`config.mk`:
```
export PLATFORM = sky130hd
export DESIGN_NAME = encoder_pi_speed_controller
export DESIGN_NICKNAME = d
export VERILOG_FILES = /design/src/hw/rtl/epsc_pkg.sv /design/src/hw/rtl/epsc_ctrl.sv /design/src/hw/rtl/epsc_dpath.sv /design/src/hw/rtl/encoder_pi_speed_controller.sv
export SDC_FILE = /design/constraint.sdc
export NUM_CORES = 2
export LEC_CHECK = 0
export ABC_AREA = 1
export CAP_MARGIN = 30
export CORE_ASPECT_RATIO = 1.75
export CORE_UTILIZATION = 45
export DETAILED_ROUTE_END_ITERATION = 10
export DONT_BUFFER_PORTS = 1
export PLACE_DENSITY_LB_ADDON = 0.2
export SKIP_LAST_GASP = 1
export SLEW_MARGIN = 20
export SYNTH_ARGS = -nofsm -noshare
export SYNTH_HDL_FRONTEND = slang
export SYNTH_HIERARCHICAL = 1
export SYNTH_SLANG_ARGS = --single-unit
```
`constraint.sdc`:
```
create_clock -name clock -period 6.09 [get_ports clock]
set_clock_uncertainty 0.2 [all_clocks]
set_input_delay 0.3045 -clock clock [delete_from_list [all_inputs] [get_ports clock]]
set_output_delay 0.3045 -clock clock [all_outputs]
set_load 0.05 [all_outputs]
```
`src/hw/rtl/epsc_pkg.sv`:
```
// Shared types and constants for the encoder PI speed controller.
// Used by the controller, the datapath, the top level and the checker.
`default_nettype none

package epsc_pkg;

   // Configuration port geometry and register indexes.
   localparam int CSR_IDX_W  = 3;
   localparam int CSR_DATA_W = 16;

   localparam logic [CSR_IDX_W-1:0] REG_TARGET = 3'd0;
   localparam logic [CSR_IDX_W-1:0] REG_KP     = 3'd1;
   localparam logic [CSR_IDX_W-1:0] REG_KI     = 3'd2;
   localparam logic [CSR_IDX_W-1:0] REG_MODE   = 3'd3;
   localparam logic [CSR_IDX_W-1:0] REG_PERIOD = 3'd4;

   // Drive modes; any other code stops the motor.
   localparam logic [1:0] MODE_FWD  = 2'd0;
   localparam logic [1:0] MODE_REV  = 2'd1;
   localparam logic [1:0] MODE_STOP = 2'd2;

   localparam logic [15:0] SPEED_BIAS  = 16'h7FFF;
   localparam logic [11:0] INTEG_MAX   = 12'd3200;
   localparam logic [6:0]  PCT_MAX     = 7'd100;
   localparam logic [15:0] PERIOD_RST  = 16'd1200;

   // floor(x / 100) == (x * RECIP_100) >> RECIP_SHIFT for every x below 2**23.
   localparam logic [23:0] RECIP_100   = 24'd10737419;
   localparam int          RECIP_SHIFT = 30;

   typedef enum logic [2:0] {
      ST_IDLE,
      ST_ERR,
      ST_MUL,
      ST_INT,
      ST_DUTY,
      ST_SCALE,
      ST_DIV,
      ST_DONE
   } state_type;

   // Step enables from the controller to the datapath.
   typedef struct packed {
      logic load_in;
      logic calc_err;
      logic calc_mul;
      logic calc_int;
      logic calc_duty;
      logic calc_scale;
      logic calc_div;
      logic load_out;
   } cmd_type;

endpackage

`default_nettype wire

```
`src/hw/rtl/epsc_ctrl.sv`:
```
// Sequencing state machine of the encoder PI speed controller.
// Depends on epsc_pkg; drives the step enables of epsc_dpath and the stream handshakes.
`default_nettype none

module epsc_ctrl
   import epsc_pkg::*;
(
   input  wire logic    clock,
   input  wire logic    reset,
   input  wire logic    req_tvalid,
   output logic         req_tready,
   output logic         rsp_tvalid,
   input  wire logic    rsp_tready,
   output cmd_type      cmd
);

   state_type state_ff, state_in;
   logic      rsp_valid_ff, rsp_valid_in;

   always_ff @(posedge clock) begin
      if (reset) begin
         state_ff     <= ST_IDLE;
         rsp_valid_ff <= 1'b0;
      end else begin
         state_ff     <= state_in;
         rsp_valid_ff <= rsp_valid_in;
      end
   end

   always_comb begin
      state_in   = state_ff;
      cmd        = '0;
      req_tready = 1'b0;
      case (state_ff)
         ST_IDLE: begin
            req_tready = 1'b1;
            if (req_tvalid) begin
               cmd.load_in = 1'b1;
               state_in    = ST_ERR;
            end
         end
         ST_ERR: begin
            cmd.calc_err = 1'b1;
            state_in     = ST_MUL;
         end
         ST_MUL: begin
            cmd.calc_mul = 1'b1;
            state_in     = ST_INT;
         end
         ST_INT: begin
            cmd.calc_int = 1'b1;
            state_in     = ST_DUTY;
         end
         ST_DUTY: begin
            cmd.calc_duty = 1'b1;
            state_in      = ST_SCALE;
         end
         ST_SCALE: begin
            cmd.calc_scale = 1'b1;
            state_in       = ST_DIV;
         end
         ST_DIV: begin
            cmd.calc_div = 1'b1;
            state_in     = ST_DONE;
         end
         ST_DONE: begin
            // The result moves into the output register once it is free.
            if (!rsp_valid_ff || rsp_tready) begin
               cmd.load_out = 1'b1;
               state_in     = ST_IDLE;
            end
         end
         default: begin
            state_in = ST_IDLE;
         end
      endcase
   end

   always_comb begin
      if (cmd.load_out) begin
         rsp_valid_in = 1'b1;
      end else if (rsp_tready) begin
         rsp_valid_in = 1'b0;
      end else begin
         rsp_valid_in = rsp_valid_ff;
      end
   end

   assign rsp_tvalid = rsp_valid_ff;

endmodule

`default_nettype wire

```
`src/hw/rtl/epsc_dpath.sv`:
```
// Datapath of the encoder PI speed controller: settings, controller state and arithmetic.
// Depends on epsc_pkg; every step is enabled by a command from epsc_ctrl.
`default_nettype none

module epsc_dpath
   import epsc_pkg::*;
(
   input  wire logic                  clock,
   input  wire logic                  reset,
   input  wire cmd_type               cmd,
   input  wire logic                  csr_we,
   input  wire logic [CSR_IDX_W-1:0]  csr_index,
   input  wire logic [CSR_DATA_W-1:0] csr_wdata,
   input  wire logic [15:0]           encoder_count,
   output logic signed [15:0]         measured_speed,
   output logic [6:0]                 display_speed,
   output logic [6:0]                 duty_percent,
   output logic [15:0]                compare_value,
   output logic                       forward_pin,
   output logic                       reverse_pin
);

   // Settings.
   logic [13:0] target_ff;
   logic [7:0]  kp_ff;
   logic [7:0]  ki_ff;
   logic [1:0]  mode_ff;
   logic [15:0] period_ff;

   // Controller state kept across samples.
   logic [11:0]        integral_ff, integral_in;
   logic signed [15:0] last_err_ff;

   // Per-sample working registers.
   logic [15:0]        raw_ff;
   logic signed [15:0] speed_ff, speed_in;
   logic [6:0]         disp_ff, disp_in;
   logic signed [15:0] err_ff, err_in;
   logic               fwd_ff, rev_ff, fwd_in, rev_in;
   logic signed [24:0] ki_prod_ff, ki_prod_in;
   logic signed [24:0] kp_prod_ff, kp_prod_in;
   logic [6:0]         duty_ff, duty_in;
   logic [22:0]        scaled_ff, scaled_in;
   logic [15:0]        cmp_ff, cmp_in;

   // Output register.
   logic signed [15:0] out_speed_ff;
   logic [6:0]         out_disp_ff, out_duty_ff;
   logic [15:0]        out_cmp_ff;
   logic               out_fwd_ff, out_rev_ff;

   always_ff @(posedge clock) begin
      if (reset) begin
         target_ff <= '0;
         kp_ff     <= '0;
         ki_ff     <= '0;
         mode_ff   <= MODE_STOP;
         period_ff <= PERIOD_RST;
      end else if (csr_we) begin
         case (csr_index)
            REG_TARGET: target_ff <= csr_wdata[13:0];
            REG_KP:     kp_ff     <= csr_wdata[7:0];
            REG_KI:     ki_ff     <= csr_wdata[7:0];
            REG_MODE:   mode_ff   <= csr_wdata[1:0];
            REG_PERIOD: period_ff <= csr_wdata[15:0];
            default: begin
            end
         endcase
      end
   end

   // Error step: speed, display value and the capped error.
   logic [15:0]        abs_speed;
   logic signed [17:0] twice_tgt, spd_ext, err_raw;

   always_comb begin
      speed_in  = $signed(raw_ff - SPEED_BIAS);
      abs_speed = speed_in[15] ? (16'd0 - speed_in) : speed_in;
      // Half the magnitude, truncated, equals the magnitude of the truncated half.
      disp_in   = (abs_speed[15:1] > 15'(PCT_MAX)) ? PCT_MAX : abs_speed[7:1];
      twice_tgt = $signed({3'b000, target_ff, 1'b0});
      spd_ext   = $signed({{2{speed_in[15]}}, speed_in});
      fwd_in    = 1'b0;
      rev_in    = 1'b0;
      case (mode_ff)
         MODE_FWD: begin
            fwd_in  = 1'b1;
            err_raw = twice_tgt - spd_ext;
         end
         MODE_REV: begin
            rev_in  = 1'b1;
            err_raw = twice_tgt + spd_ext;
         end
         default: begin
            err_raw = $signed({{2{last_err_ff[15]}}, last_err_ff});
         end
      endcase
      if (err_raw > 18'sd100) begin
         err_in = 16'sd100;
      end else begin
         err_in = err_raw[15:0];
      end
   end

   assign ki_prod_in = $signed({{9{err_ff[15]}}, err_ff}) * $signed({17'b0, ki_ff});
   assign kp_prod_in = $signed({{9{err_ff[15]}}, err_ff}) * $signed({17'b0, kp_ff});

   // Integral update, clamped to its range.
   logic signed [25:0] isum;

   always_comb begin
      isum = $signed({14'b0, integral_ff}) + $signed({ki_prod_ff[24], ki_prod_ff});
      if (isum[25]) begin
         integral_in = '0;
      end else if (isum > $signed({14'b0, INTEG_MAX})) begin
         integral_in = INTEG_MAX;
      end else begin
         integral_in = isum[11:0];
      end
   end

   // Duty step: proportional term plus integral, floor-shifted and clamped.
   logic signed [25:0] dsum;

   always_comb begin
      dsum = $signed({kp_prod_ff[24], kp_prod_ff}) + $signed({14'b0, integral_ff});
      if (dsum[25]) begin
         duty_in = '0;
      end else if (dsum[24:5] > 20'(PCT_MAX)) begin
         duty_in = PCT_MAX;
      end else begin
         duty_in = dsum[11:5];
      end
   end

   assign scaled_in = {16'b0, duty_ff} * {7'b0, period_ff};

   logic [46:0] recip_prod;

   assign recip_prod = {24'b0, scaled_ff} * {23'b0, RECIP_100};
   assign cmp_in     = recip_prod[RECIP_SHIFT+15:RECIP_SHIFT];

   always_ff @(posedge clock) begin
      if (reset) begin
         integral_ff <= '0;
         last_err_ff <= '0;
      end else begin
         if (cmd.calc_err) begin
            last_err_ff <= err_in;
         end
         if (cmd.calc_int) begin
            integral_ff <= integral_in;
         end
      end
   end

   always_ff @(posedge clock) begin
      if (cmd.load_in) begin
         raw_ff <= encoder_count;
      end
      if (cmd.calc_err) begin
         speed_ff <= speed_in;
         disp_ff  <= disp_in;
         err_ff   <= err_in;
         fwd_ff   <= fwd_in;
         rev_ff   <= rev_in;
      end
      if (cmd.calc_mul) begin
         ki_prod_ff <= ki_prod_in;
         kp_prod_ff <= kp_prod_in;
      end
      if (cmd.calc_duty) begin
         duty_ff <= duty_in;
      end
      if (cmd.calc_scale) begin
         scaled_ff <= scaled_in;
      end
      if (cmd.calc_div) begin
         cmp_ff <= cmp_in;
      end
      if (cmd.load_out) begin
         out_speed_ff <= speed_ff;
         out_disp_ff  <= disp_ff;
         out_duty_ff  <= duty_ff;
         out_cmp_ff   <= cmp_ff;
         out_fwd_ff   <= fwd_ff;
         out_rev_ff   <= rev_ff;
      end
   end

   assign measured_speed = out_speed_ff;
   assign display_speed  = out_disp_ff;
   assign duty_percent   = out_duty_ff;
   assign compare_value  = out_cmp_ff;
   assign forward_pin    = out_fwd_ff;
   assign reverse_pin    = out_rev_ff;

endmodule

`default_nettype wire

```
`src/hw/rtl/encoder_pi_speed_controller.sv`:
```
// Top level of the encoder PI speed controller.
// Depends on epsc_pkg, epsc_ctrl and epsc_dpath.
`default_nettype none

// Each accepted encoder sample yields exactly one result: the signed speed, the
// display speed, the PI duty percentage, the PWM compare value and the two direction
// pins. One sample is worked on at a time. The controller steps it through six
// datapath steps (error, the two gain products, integral clamp, duty clamp, period
// scaling and the reciprocal divide by 100) and then into the output register; a
// new sample is accepted only after the last one has moved there. A finished result
// waits in an output register, and the next sample is accepted while it waits.
// Settings are to be written through the csr port only while no sample is in
// flight; the block itself does not enforce this. Mode 3 behaves as stop.

module encoder_pi_speed_controller
   import epsc_pkg::*;
(
   input  wire logic                  clock,
   input  wire logic                  reset,
   input  wire logic                  req_tvalid,
   output logic                       req_tready,
   input  wire logic [15:0]           req_tdata,   // [15:0] encoder_count
   output logic                       rsp_tvalid,
   input  wire logic                  rsp_tready,
   // [15:0] measured_speed, [22:16] display_speed, [29:23] duty_percent,
   // [45:30] compare_value, [46] forward_pin, [47] reverse_pin
   output logic [47:0]                rsp_tdata,
   input  wire logic                  csr_we,
   input  wire logic [CSR_IDX_W-1:0]  csr_index,
   input  wire logic [CSR_DATA_W-1:0] csr_wdata
);

   cmd_type            cmd;
   logic signed [15:0] measured_speed;
   logic [6:0]         display_speed;
   logic [6:0]         duty_percent;
   logic [15:0]        compare_value;
   logic               forward_pin;
   logic               reverse_pin;

   epsc_ctrl u_ctrl (
      .clock      (clock),
      .reset      (reset),
      .req_tvalid (req_tvalid),
      .req_tready (req_tready),
      .rsp_tvalid (rsp_tvalid),
      .rsp_tready (rsp_tready),
      .cmd        (cmd)
   );

   epsc_dpath u_dpath (
      .clock          (clock),
      .reset          (reset),
      .cmd            (cmd),
      .csr_we         (csr_we),
      .csr_index      (csr_index),
      .csr_wdata      (csr_wdata),
      .encoder_count  (req_tdata),
      .measured_speed (measured_speed),
      .display_speed  (display_speed),
      .duty_percent   (duty_percent),
      .compare_value  (compare_value),
      .forward_pin    (forward_pin),
      .reverse_pin    (reverse_pin)
   );

   assign rsp_tdata = {reverse_pin, forward_pin, compare_value, duty_percent,
                       display_speed, measured_speed};

endmodule

`default_nettype wire

```
# ---- After elaboration in Yosys (flattened, before gate mapping)
# Index checks and enable logic that the tools add are counted.
dict set report word_totals {
  regBits 281
  latch_bits 0
  ramBits 0
  mem_bits_ro 0
  out_inout_bits 50
  elab_cells 92
  mem_count 0
}
dict set report op_classes {
  add_sub_neg 6
  n_mul 4
  n_div 0
  magnitude_cmp 4
  eq_ne 14
  shift 0
  muxes 24
  bitwise 0
  reduce_logical 13
}
# op count
set op_table {}
lappend op_table {{$mul A16 B9 Y25} 2}
lappend op_table {{$mul A23 B24 Y46 const B} 1}
lappend op_table {{$pmux W18 S2} 1}
lappend op_table {{$mux W16} 2}
lappend op_table {{$add A13 B25 Y26} 1}
lappend op_table {{$add A25 B13 Y26} 1}
lappend op_table {{$gt A26 B13 Y1 const B} 1}
lappend op_table {{$mux W12} 2}
lappend op_table {{$pmux W3 S8} 1}
lappend op_table {{$mul A7 B16 Y23} 1}
lappend op_table {{$gt A20 B7 Y1 const B} 1}
lappend op_table {{$gt A18 B8 Y1 const B} 1}
lappend op_table {{$add A16 B16 Y17} 1}
lappend op_table {{$sub A16 B16 Y17} 1}
lappend op_table {{$sub A1 B16 Y16 const A} 1}
lappend op_table {{$sub A16 B15 Y16 const B} 1}
lappend op_table {{$eq A3 B3 Y1 const B} 5}
lappend op_table {{$gt A15 B7 Y1 const B} 1}
lappend op_table {{$mux W1} 15}
lappend op_table {{$eq A3 B2 Y1 const B} 4}
lappend op_table {{$reduce_and A2 Y1} 6}
lappend op_table {{$mux W7} 1}
lappend op_table {{$eq A3 B1 Y1 const B} 2}
lappend op_table {{$logic_not A3 Y1} 2}
lappend op_table {{other kinds (9)} 10}

# ---- Longest topological paths before layout
dict set report logic_depth {
  word_depth 5
  depth_mapped 28
  ltp_nobuf 26
}

# ---- By module
# The synthesis kept the hierarchy.
# mod n_inst cells_each area_per_inst_um2
set by_module_without_submodules {}
lappend by_module_without_submodules {epsc_dpath 1 4328 36052.1}
lappend by_module_without_submodules {epsc_ctrl 1 58 350.3}
lappend by_module_without_submodules {encoder_pi_speed_controller 1 2 15.0}

# ---- Least setup slack after synthesis
# Ideal clock, no wire load.
dict set report synth_path {
  kind {reg2reg}
  start {register u_dpath.scaled_ff[6]}
  end {register u_dpath.cmp_ff[13], data pin}
  setup_time_ns 0.262
  t_arrival_ns 5.649
  setup_slack_ns -0.022
  stages_incl_launch_ff 24
  path_buffers 0
  cell_sequence {edfxtp_1 inv_1 fa_1 inv_1 fa_1 inv_1 fa_1 fa_1 inv_1 fa_1 fa_1 inv_1 fa_1 inv_1 ha_1 a21oi_1 inv_1 a31oi_1 o21ai_0 a21oi_1 nand2_1 a21boi_0 o21bai_1 xor2_1}
}
dict set report synth_via {
  elab_chain_cells 1
}
# item line
set synth_lines {}
lappend synth_lines {{from (decl)} epsc_dpath.sv:43} ;# logic [22:0] scaled_ff, scaled_in;
lappend synth_lines {{from (signal assigned)} epsc_dpath.sv:176} ;# scaled_ff <= scaled_in;
lappend synth_lines {{$mul A23 B24 Y46} epsc_dpath.sv:140} ;# assign recip_prod = {24'b0, scaled_ff} * {23'b0, RECIP_100};
lappend synth_lines {{named net u_dpath.recip_prod[43]} epsc_dpath.sv:138} ;# logic [46:0] recip_prod;
lappend synth_lines {{to (signal assigned)} epsc_dpath.sv:179} ;# cmp_ff <= cmp_in;
lappend synth_lines {{to (decl)} epsc_dpath.sv:44} ;# logic [15:0] cmp_ff, cmp_in;
# The timed path passes the listed nets, and every way through them passes these cells.
# A chain may end at the register's enable or synchronous reset.

# ---- Worst setup path in the final report
dict set report layout_path {
  start {register u_dpath.scaled_ff[5]}
  end {register u_dpath.cmp_ff[12], data pin}
}
# The elaborated chain is that of the path after synthesis.

==> flow_summary.yaml <==
run_status:
  violations: "negative setup slack"
  status: "complete, but fails checks"
floorplanning:
  start_util_pct: 45.59
  dieArea_um2: 82110
  boundaryPins: 90
  die_w_um: 217.0
  die_height_um: 378.3
  core_area_um2: 79880
  rows: 137
cts:
  tritoncts: "yes"
  clock-sinks: 281
  clk_latency_ps: 630
  h-tree-depth: 1
  cts.reportedPaths.clkPinSlew_ps: 70
  cts_root_buf: "clkbuf_16"
  cts_buffers: 29
  clock_path_buffers: 3
routing:
  dr.pass1.iters: 5
  detail_route.wl_per_cell_um: 17.70
  drt_iter0_drc: 1102
  vias: 28230
  drt-total-wl_mm: 99.80
  vias_per_cell: 5.007
  antenna_left: 0
  drc: 0
cells_and_area:
  drive_gt1_share_pct: 9.839
  area_delta_synth_final_pct: 13.20
  nets: 5517
  fin_cells: 5638
  final_cell_area_um2: 41220
worst_setup_path:
  r2r_cells: 23
  crit_path_end_kind: "flip-flop"
  worstPathMaxFanout: 3
  reg2reg_from: "u_dpath/scaled_ff[5]"
  worstSetupPathType: "flip-flop to flip-flop"
  cp-start-kind: "flip-flop"
  critPathRequiredTime_ps: 6260
  r2r_slack_ps: -110
  crit_arrival_ps: 6370
  reg2reg_to: "u_dpath/cmp_ff[12]"
global_route:
  grt_max_degree: 61
  track_usage_pct: 25.25
  grt.overflow.total: 0
  antenna_found_initial: 3
  grt_pass1_vias: 30750
  grt_pass1_wl_mm: 159.6
sta:
  max_freq_mhz: 161.4
  period_needed_ps: 6196
  slew_headroom_pct: 41.30
  finalCritPeriodShare_pct: 101.7
  timing.final.max_slew_violations: 0
  finalSetupViolCount: 4
  rsz0062_at_grt: "true"
  worstMarginPinSlew_ps: 877.3
  whs_ps: 76.26
  setup_slack_ps: -106.4
  finalHoldViolCount: 0
synth:
  muxShareOfSynthArea_pct: 0.02749
  yosys.area_share.simple_pct: 16.28
  syn_area_um2: 36420
  synth.largest_area_cell: "fa_1"
  synth.area.top_cells: "fa_1 26%, edfxtp_1 17%, ha_1 15%, inv_1 11%, nand2_1 9.1%"
  syn_area_per_cell_um2: 8.299
  synth_top_area_share_pct: 25.78
  ys_types: 55
  synth_warnings: 6
  synth_compound_area_share_pct: 6.401
  yosysSeqAreaShare_pct: 20.97
  synth_fa_ha_area_share_pct: 40.80
  syn-num-nets: 5334
  ys_seq_elements: 281
  synth_cells: 4388
  synth_top_family_by_area: "adder cells"
  synth_xor_xnor_area_share_pct: 2.907
pwr:
  vdd_drop_max_mv: 0.4815
  finalPower_w: 0.01737
  power_density_nw_per_um2: 421.4
  leakage_nw: 22.37
placed_design:
  place_area_um2: 38800
  gp_congestion: 0.9826
  placed_cells: 5510
  hpwl_mm: 85.70
  portBuffers: 0
hold_path:
  hold_end: "u_dpath/raw_ff[15]"
  worstHoldPathType: "input pin to flip-flop"
  min-delay-start: "req_tvalid"
  hold_path_depth: 3
run:
  max-cap-violations: 0
[metal layers]
| layer | track usage (%) | routed length (µm) | up-vias |
|---|---|---|---|
| li1 | - | - | 13810 |
| met1 | 22.56 | 32600 | 13640 |
| met2 | 51.55 | 56510 | 509 |
| met3 | 1.767 | 2158 | 277 |
| met4 | 18.56 | 8533 | 0 |
| met5 | 0 | 0 | - |
[cell usage after synthesis (all sizes together)]
| cell | n |
|---|---|
| a21boi | 2 |
| a21o | 8 |
| a21oi | 204 |
| a31o | 1 |
| a31oi | 18 |
| and2 | 3 |
| buf | 20 |
| clkbuf | 108 |
| clkinv | 2 |
| dfxtp | 80 |
| edfxtp | 201 |
| fa | 469 |
| ha | 437 |
| inv | 1077 |
| mux2i | 1 |
| nand2 | 896 |
| nand2b | 1 |
| nand3 | 157 |
| nand3b | 7 |
| nand4 | 35 |
| nor2 | 300 |
| nor3 | 26 |
| nor3b | 3 |
| nor4 | 10 |
| o2111ai | 2 |
| o211ai | 6 |
| o21a | 4 |
| o21ai | 151 |
| o21bai | 15 |
| o221ai | 4 |
| o22ai | 3 |
| o311ai | 2 |
| o31ai | 5 |
| or2 | 10 |
| xnor2 | 41 |
| xor2 | 79 |
[cell type report]
class	count	area (µm²)
Timing Repair Buffer	280	2313
Clock inverter	18	240.2
Multi-Input combinational cell	2900	24850
Sequential cell	281	7640
Fill cell	7713	38660
Clock buffer	36	814.5
Tap cell	1042	1304
Antenna cell	2	5.005
Inverter	1079	4055
[kinds of logic (layout without fill, tap and decap cells)]
family          count (synthesis)  after routing
mux                             1              1
simple gates                 1448           1448
compound gates                425            425
xor+xnor                      120            120
fa+ha+maj                     906            906
buf+inv                      1207           1413
other cells                     0              2
flops                         281            281
[how the worst max path moves through the flow]
stage	endpoint	slack, ps	startpoint	cells after the start
after CTS	u_dpath/cmp_ff[12]	-160	u_dpath/scaled_ff[5]	25
after detailed placement	u_dpath/cmp_ff[12]	-270	u_dpath/scaled_ff[2]	23
after global placement	u_dpath/cmp_ff[12]	-210	u_dpath/scaled_ff[2]	23
final	u_dpath/cmp_ff[12]	-110	u_dpath/scaled_ff[5]	23
after floorplan	u_dpath/cmp_ff[12]	70	u_dpath/scaled_ff[6]	23
after global routing	u_dpath/cmp_ff[12]	-350	u_dpath/scaled_ff[3]	23
[worst max-delay path, cell delays in order (launching register included)]
cell,delay (ps)
edfxtp_1,440
fa_1,540
inv_2,50
fa_1,500
inv_1,50
fa_1,470
fa_1,530
inv_2,40
fa_1,460
fa_1,490
inv_1,50
fa_1,490
inv_2,50
ha_4,220
a21o_1,210
a31oi_2,200
o21ai_1,80
nand3_1,70
nand4_1,180
buf_4,200
a21o_1,180
nand2_1,60
nand2_1,50
xor2_1,140
[layout by cell type (no fill, tap or decap), types with 8 or more instances in the layout]
cell           instances
fa_1                 459
buf_6                 11
ha_1                 410
inv_2                 37
ha_4                  25
nand3_1              151
o21bai_1              13
xnor2_1               40
edfxtp_1             201
a21o_1                 8
o21ai_1                9
nor2_1               282
dfxtp_1               78
inv_1               1039
nor2_2                 9
or2_2                 10
a21oi_2               15
a21oi_1              189
nor4_1                 9
a31oi_1               11
nand4_1               35
nor2_4                 9
dlygate4sd3_1         50
buf_4                215
nand2_1              875
clkbuf_16             31
xor2_1                77
nor3_1                21
o21ai_0              140
nand2_2               17
fa_2                  10
[sequential cells by signal, indices dropped and copies added, names as in the netlist, 14 cells and up]
name,flops
u_dpath/target_ff,14
u_dpath/err_ff,16
u_dpath/cmp_ff,16
u_dpath/raw_ff,16
u_dpath/compare_value,16
u_dpath/speed_ff,16
u_dpath/ki_prod_ff,25
u_dpath/period_ff,16
u_dpath/kp_prod_ff,25
u_dpath/scaled_ff,23
u_dpath/measured_speed,16
u_dpath/last_err_ff,16
[through the flow]
stage	worst slack (ps)	TNS, ps	util (%)
floorplan	65.49	0	-
global placement	-210.9	-1378	48.51
detailed placement	-271.3	-1892	48.57
CTS	-162.3	-400.1	50.77
global route	-345.5	-2507	51.61
finish	-106.4	-280.0	51.61
[power by group]
group / leakage (nW) / switching, W / internal (W)
Clock: 0.520 / 0.000847 / 0.00114
Sequential: 2.49 / 0.000342 / 0.00264
Combinational: 19.4 / 0.00690 / 0.00550
[what timing repair did]
item	4_1_cts	5_1_grt
hold endpoints to repair	83	0
endpoints found under the setup margin	12	17
buffers inserted	3	21
hold buffers	51	0
pin swaps	20	66
resized for setup	34	121
gates cloned	0	0
No activity file was read; power rests on OpenSTA's default activity.
